### config.mk
export PLATFORM = sky130hd
export DESIGN_NAME = nnis_cfg
export DESIGN_NICKNAME = d
export VERILOG_FILES = /design/src/hdl/nnis_pkg.sv /design/src/hdl/nnis_cfg.sv
export SDC_FILE = /design/constraint.sdc
export NUM_CORES = 1
export LEC_CHECK = 0
export ABC_CLOCK_PERIOD_IN_PS = 1200
export BUFFER_PORTS_ARGS = -buffer_cell sky130_fd_sc_hd__buf_2
export CAP_MARGIN = 10
export CORE_MARGIN = 8
export CORE_UTILIZATION = 48
export DETAILED_ROUTE_END_ITERATION = 6
export PLACE_DENSITY = 0.78
export SLEW_MARGIN = 30
export SYNTH_ARGS = -nofsm -noshare
export SYNTH_HDL_FRONTEND = slang
export SYNTH_SLANG_ARGS = --single-unit
export TNS_END_PERCENT = 20
### constraint.sdc
create_clock -name clk -period 1.2 [get_ports clk]
set_input_delay 0.24 -clock clk [delete_from_list [all_inputs] [get_ports clk]]
set_output_delay 0.24 -clock clk [all_outputs]
set_load 0.005 [all_outputs]
### src/hdl/nnis_pkg.sv
`timescale 1ns / 1ps
// ----------------------------------------------------------------------------
// nnis_pkg
// Shared types and constants of the nearest-neighbor image scaler.
// ----------------------------------------------------------------------------
package nnis_pkg;

  localparam int MAX_SRC_DIM_DEF = 64;
  localparam int MAX_DST_DIM_DEF = 1024;
  localparam int PIXEL_BITS_DEF  = 32;

  localparam int COORD_W    = 10;
  localparam int COLOR_W    = 32;
  localparam int SRC_REG_W  = 7;
  localparam int DST_REG_W  = 11;
  localparam int CFG_ADDR_W = 4;
  localparam int CFG_DATA_W = 32;
  localparam int IN_TDATA_W = 56;

  localparam logic [SRC_REG_W-1:0] SRC_SIZE_RST = 7'd32;
  localparam logic [DST_REG_W-1:0] DST_SIZE_RST = 11'd8;

  localparam logic KIND_WRITE = 1'b0;
  localparam logic KIND_READ  = 1'b1;

  typedef enum logic [1:0] {
    REG_SRC_WIDTH,
    REG_SRC_HEIGHT,
    REG_DST_WIDTH,
    REG_DST_HEIGHT
  } nnis_reg_t;

  // control that travels with every item down the pipeline
  typedef struct packed {
    logic valid;
    logic rd;
    logic ok;
  } nnis_ctl_t;

endpackage

### src/hdl/nnis_cfg.sv
`timescale 1ns / 1ps
// ----------------------------------------------------------------------------
// nnis_cfg
// Size registers on the APB port and their registered effective values.
// ----------------------------------------------------------------------------
module nnis_cfg #(
  parameter int MAX_SRC_DIM = nnis_pkg::MAX_SRC_DIM_DEF,
  parameter int MAX_DST_DIM = nnis_pkg::MAX_DST_DIM_DEF,
  parameter int SW_W        = $clog2(nnis_pkg::MAX_SRC_DIM_DEF + 1),
  parameter int DVW         = $clog2(nnis_pkg::MAX_DST_DIM_DEF + 1)
) (
  input  logic                                clk,
  input  logic                                rst,
  input  logic                                psel,
  input  logic                                penable,
  input  logic                                pwrite,
  input  logic [nnis_pkg::CFG_ADDR_W-1:0]     paddr,
  input  logic [nnis_pkg::CFG_DATA_W-1:0]     pwdata,
  output logic [nnis_pkg::CFG_DATA_W-1:0]     prdata,
  output logic [SW_W-1:0]                     sw,
  output logic [SW_W-1:0]                     sh,
  output logic [DVW-1:0]                      dw,
  output logic [DVW-1:0]                      dh
);

  logic [nnis_pkg::SRC_REG_W-1:0] src_width;
  logic [nnis_pkg::SRC_REG_W-1:0] src_height;
  logic [nnis_pkg::DST_REG_W-1:0] dst_width;
  logic [nnis_pkg::DST_REG_W-1:0] dst_height;
  nnis_pkg::nnis_reg_t            reg_sel;

  // zero acts as one, oversize saturates at the limit
  function automatic logic [31:0] eff_size(input logic [31:0] v, input int lim);
    logic [31:0] r;
    if (v == 32'd0) begin
      r = 32'd1;
    end else if (v > 32'(lim)) begin
      r = 32'(lim);
    end else begin
      r = v;
    end
    return r;
  endfunction

  assign reg_sel = nnis_pkg::nnis_reg_t'(paddr[3:2]);

  always_ff @(posedge clk) begin
    if (rst) begin
      src_width  <= nnis_pkg::SRC_SIZE_RST;
      src_height <= nnis_pkg::SRC_SIZE_RST;
      dst_width  <= nnis_pkg::DST_SIZE_RST;
      dst_height <= nnis_pkg::DST_SIZE_RST;
    end else if (psel && penable && pwrite) begin
      case (reg_sel)
        nnis_pkg::REG_SRC_WIDTH:  src_width  <= pwdata[nnis_pkg::SRC_REG_W-1:0];
        nnis_pkg::REG_SRC_HEIGHT: src_height <= pwdata[nnis_pkg::SRC_REG_W-1:0];
        nnis_pkg::REG_DST_WIDTH:  dst_width  <= pwdata[nnis_pkg::DST_REG_W-1:0];
        nnis_pkg::REG_DST_HEIGHT: dst_height <= pwdata[nnis_pkg::DST_REG_W-1:0];
        default: ;
      endcase
    end
  end

  always_comb begin
    case (reg_sel)
      nnis_pkg::REG_SRC_WIDTH:  prdata = nnis_pkg::CFG_DATA_W'(src_width);
      nnis_pkg::REG_SRC_HEIGHT: prdata = nnis_pkg::CFG_DATA_W'(src_height);
      nnis_pkg::REG_DST_WIDTH:  prdata = nnis_pkg::CFG_DATA_W'(dst_width);
      nnis_pkg::REG_DST_HEIGHT: prdata = nnis_pkg::CFG_DATA_W'(dst_height);
      default:                  prdata = '0;
    endcase
  end

  always_ff @(posedge clk) begin
    sw <= SW_W'(eff_size(32'(src_width), MAX_SRC_DIM));
    sh <= SW_W'(eff_size(32'(src_height), MAX_SRC_DIM));
    dw <= DVW'(eff_size(32'(dst_width), MAX_DST_DIM));
    dh <= DVW'(eff_size(32'(dst_height), MAX_DST_DIM));
  end

endmodule

### Word level (Yosys, flattened, before mapping)

Index checks and enable logic that the tools add are counted.

* reduce and logical (&&, ||, !) cells: 15
* equal/unequal tests: 3
* order comparisons: 4
* muxes and demuxes: 5

Operators by type and width (count)
* one-hot mux 32 bit (4 select lines): 1
* greater-than comparator 11 bit, second input constant: 2
* zero test 11 bit: 2
* 2-to-1 mux 11 bit: 2
* greater-than comparator 7 bit, second input constant: 2
* zero test 7 bit: 2
* 2-to-1 mux 7 bit: 2
* AND reduction 2 bit: 4
* OR reduction 2 bit: 4
* equality test 2 bit, second input constant: 2
* equality test 2 x 1 -> 1 bit, second input constant: 1
* logical AND 1 bit: 2
* zero test 2 bit: 1

* output and inout bits: 68
* flip-flop bits (word level): 72
* input bits: 41
* logic and storage cells: 39

### Depth between registers and ports, before layout

* depth in word-level cells: 3
* depth in mapped cells: 4
* gate-level depth less buffers: 3

### Worst setup path before layout

OpenSTA, ideal clock, no wires.

* path kind: input-to-output
* start point: in paddr[3] in the netlist's numbering
* end point: out prdata[0] in the netlist's numbering
* arrival: 0.918 ns
* slack: 0.042 ns
* required time: 0.960 ns
* buffers on the path: 1
* stages: 2
* path through: buf_4 -> mux4_2

* word-level cells in the longest chain between the ends: 2
* elaborated cells on any way between the ends: 5
* classes of those cells: 3 x eq/ne; 1 x mux; 1 x reduce/logical

RTL lines
* from (decl): RTL line nnis_cfg.sv:17 `input logic [nnis_pkg::CFG_ADDR_W-1:0] paddr,`
* equality test 2 bit (tied with other cells): RTL line nnis_cfg.sv:65 `case (reg_sel)`
* one-hot mux 32 bit (4 select lines) *: RTL line nnis_cfg.sv:65
* to (decl): RTL line nnis_cfg.sv:19 `output logic [nnis_pkg::CFG_DATA_W-1:0] prdata,`

Every way passes the cells marked *; elsewhere a longest branch is shown, timed or not. The select of a mux whose other input is x is not followed.

### Worst setup path in the final report

* start point: reg src_width[5] in the netlist's numbering
* end point: out prdata[5] in the netlist's numbering

* word-level cells in the longest chain between the ends: 1

RTL lines
* from (decl): RTL line nnis_cfg.sv:26 `logic [nnis_pkg::SRC_REG_W-1:0] src_width;`
* from (signal assigned): RTL line nnis_cfg.sv:49 `src_width <= nnis_pkg::SRC_SIZE_RST;`
* from (signal assigned): RTL line nnis_cfg.sv:55 `nnis_pkg::REG_SRC_WIDTH: src_width <= pwdata[nnis_pkg::SRC_REG_W-1:0];`
* one-hot mux 32 bit (4 select lines): RTL line nnis_cfg.sv:65

No other way between the ends. The select of a mux whose other input is x is not followed.

==> impl_metrics.env <==
export IMPL_status="complete, but fails checks"
export IMPL_violations="setup timing"
export IMPL_yosys_warnings=0
export IMPL_dr_total_vias=2199
export IMPL_vias_per_cell=4.82
export IMPL_critical_path_class="register to output port"
export IMPL_cts_tree="done"
export IMPL_syn_inst=276
export IMPL_grt_overflow=0
export IMPL_crit_end="prdata[5]"
export IMPL_drt_iter0_drc=151
export IMPL_synth_flop_cell="dfxtp_1"
export IMPL_wl_per_cell_um=15.2
export IMPL_finalNetCount=417
export IMPL_path_cells="mux4_2 -> buf_6"
export IMPL_crit_family="multiplexers"
export IMPL_final_max_slew_viol_count=0
export IMPL_r2r_end="dh[0]$_SDFF_PN1_"
export IMPL_arrival_ns=1.29
export IMPL_finalCritPeriodShare=1.27
export IMPL_clk_pin_slew_ns=0.08
export IMPL_grt_pass1_vias=2252
export IMPL_cts_sinks=72
export IMPL_multi_input_area_um2=1270
export IMPL_syn_area_um2=2890
export IMPL_dieArea_um2=8760
export IMPL_ys_types=24
export IMPL_setup_slack_ns=-0.328
export IMPL_fp_dieW_um=93.6
export IMPL_crit_required_ns=0.96
export IMPL_grt_setup_unrepaired="yes"
export IMPL_hold_depth=3
export IMPL_core_area_um2=5890
export IMPL_io_pins=109
export IMPL_port_buffers=64
export IMPL_numCtsBuffers=9
export IMPL_r2r_start="dst_height[0]$_SDFFE_PP0P_"
export IMPL_ys_ff_latch=72
export IMPL_root_buffer="clkbuf_8"
export IMPL_post_place_ws_ns=-0.384
export IMPL_cp_max_fo=2
export IMPL_setup_violations=11
export IMPL_final_common_cell="buf_2"
export IMPL_period_needed_ns=1.53
export IMPL_startpoint_type="register"
export IMPL_grt_first_pass_wirelength_mm=10.9
export IMPL_final_cell_mix="buf_2, dfxtp_1, buf_4"
export IMPL_setup_tns_ns=-2.50
export IMPL_synthToLayoutAreaGrowth_pct=31.5
export IMPL_timing_reg2reg_worst_path_depth=4
export IMPL_hold_viol_final=0
export IMPL_totalWireLength_mm=6.93
export IMPL_cts_buffer_depth=2
export IMPL_drive_gt1_frac=0.404
export IMPL_crit_slowest_cell="mux4_2"
export IMPL_synth_edff_count=0
export IMPL_end_kind="output port"
export IMPL_fill_cells=471
export IMPL_fin_util=0.646
export IMPL_antenna_left=0
export IMPL_grt_max_degree=29
export IMPL_antennaDiodeCount=0
export IMPL_htreeDepth=3
export IMPL_drtPass1Iterations=4
export IMPL_p_per_area_nw_per_um2=1380
export IMPL_drv_cap=0
export IMPL_hold_buffers=0
export IMPL_synth_area_per_cell_um2=10.5
export IMPL_hpwl_mm=5.06
export IMPL_num_rows=28
export IMPL_max_freq_mhz=654
export IMPL_holdCritPathClass="input pin to register"
export IMPL_path_buf_inv=1
export IMPL_gp_congestion=0.816
export IMPL_finClkSkew_ns=0.00513
export IMPL_track_usage=0.160
export IMPL_worst_path_stages=2
export IMPL_initial_utilization=0.491
export IMPL_drc=0
export IMPL_clk_latency_ns=0.35
export IMPL_yosysSeqAreaShare=0.498
export IMPL_leakage_nw=1.89
export IMPL_cpPeakStageDelay_ns=0.47
export IMPL_regArea_um2=1470
export IMPL_antenna_found_initial=0
export IMPL_async_flop_share=0
export IMPL_cp_startpoint="src_width[5]$_SDFFE_PP1P_"
export IMPL_r2r_setup_slack_ns=0.10
export IMPL_die_height_um=93.6
export IMPL_vdd_drop_max_v=0.000857
[worst min path at each step]
stage | from | endpoint
floorplan | pwdata[10] | dst_width[10]$_SDFFE_PP0P_
global placement | dst_width[10]$_SDFFE_PP0P_ | dw[10]$_SDFF_PN0_
detailed placement | dst_width[10]$_SDFFE_PP0P_ | dw[10]$_SDFF_PN0_
CTS | pwdata[7] | dst_height[7]$_SDFFE_PP0P_
global route | pwdata[7] | dst_height[7]$_SDFFE_PP0P_
finish | pwdata[7] | dst_height[7]$_SDFFE_PP0P_
[cells by family after synthesis]
family / Yosys count / synth area share
other: 1 / 0.00130
muxes: 37 / 0.160
DFF: 72 / 0.498
AOI/OAI and AO/OA: 24 / 0.0424
buffers and inverters: 40 / 0.0852
and+or+nand+nor: 102 / 0.213
[what timing repair did]
| item | 4_1_cts | 5_1_grt |
|---|---|---|
| endpoints found under the hold margin | 0 | 0 |
| endpoints found under the setup margin | 11 | 11 |
| setup buffers | 0 | 1 |
| resized for setup | 19 | 8 |
[metrics by stage]
step           power, mW  cell area, µm²  hold WS (ns)  std cells
2_1_floorplan       2.70            2970         0.408        296
3_3_place_gp        2.79            3500         0.419        439
3_5_place_dp        2.80            3500         0.426        439
4_1_cts             5.26            3780         0.153        455
5_1_grt             5.41            3800         0.193        456
6_report            5.23            3800         0.158        456
[synth_stat cells, drive strengths merged, types with 2 or more instances]
library cell	number	share of area
dfxtp	72	0.50
nor2b	42	0.091
nand2b	34	0.074
mux2i	30	0.10
buf	26	0.067
o21ai	20	0.035
nor2	14	0.018
clkbuf	13	0.017
mux4	7	0.056
nor4	4	0.0087
nor3	3	0.0091
a21oi	2	0.0035
a31oi	2	0.0043
or3	2	0.0043
[report_power, final]
group	total (mW)	switching, mW	internal, mW
Clock	2.48	0.888	1.60
Combinational	0.314	0.158	0.155
Sequential	2.44	0.0151	2.42
Total	5.23	1.06	4.17
[registers in the layout, summed over array words and instances, names as in the netlist]
| signal | flops |
|---|---|
| dh | 11 |
| dst_height | 11 |
| dst_width | 11 |
| dw | 11 |
| sh | 7 |
| src_height | 7 |
| src_width | 7 |
| sw | 7 |
[layout make-up]
type | count | area share
Clock inverter | 5 | 0.0339
Tap cell | 75 | 0.0247
Sequential cell | 72 | 0.387
Clock buffer | 11 | 0.0345
Multi-Input combinational cell | 184 | 0.335
Inverter | 1 | 0.000987
Timing Repair Buffer | 108 | 0.184
[routing by layer]
metal | track usage | up-vias | routed length (µm)
met4 | 0.0872 | 0 | 110
li1 | - | 1071 | -
met2 | 0.251 | 83 | 3220
met3 | 0.0337 | 11 | 504
met1 | 0.202 | 1034 | 3100
met5 | 0 | - | 0
[worst min-delay path, cell delays in order]
cell,delay [ns]
buf_2,0.09
nand2b_1,0.07
mux2i_1,0.06
Power figures use the tool's default switching activity.
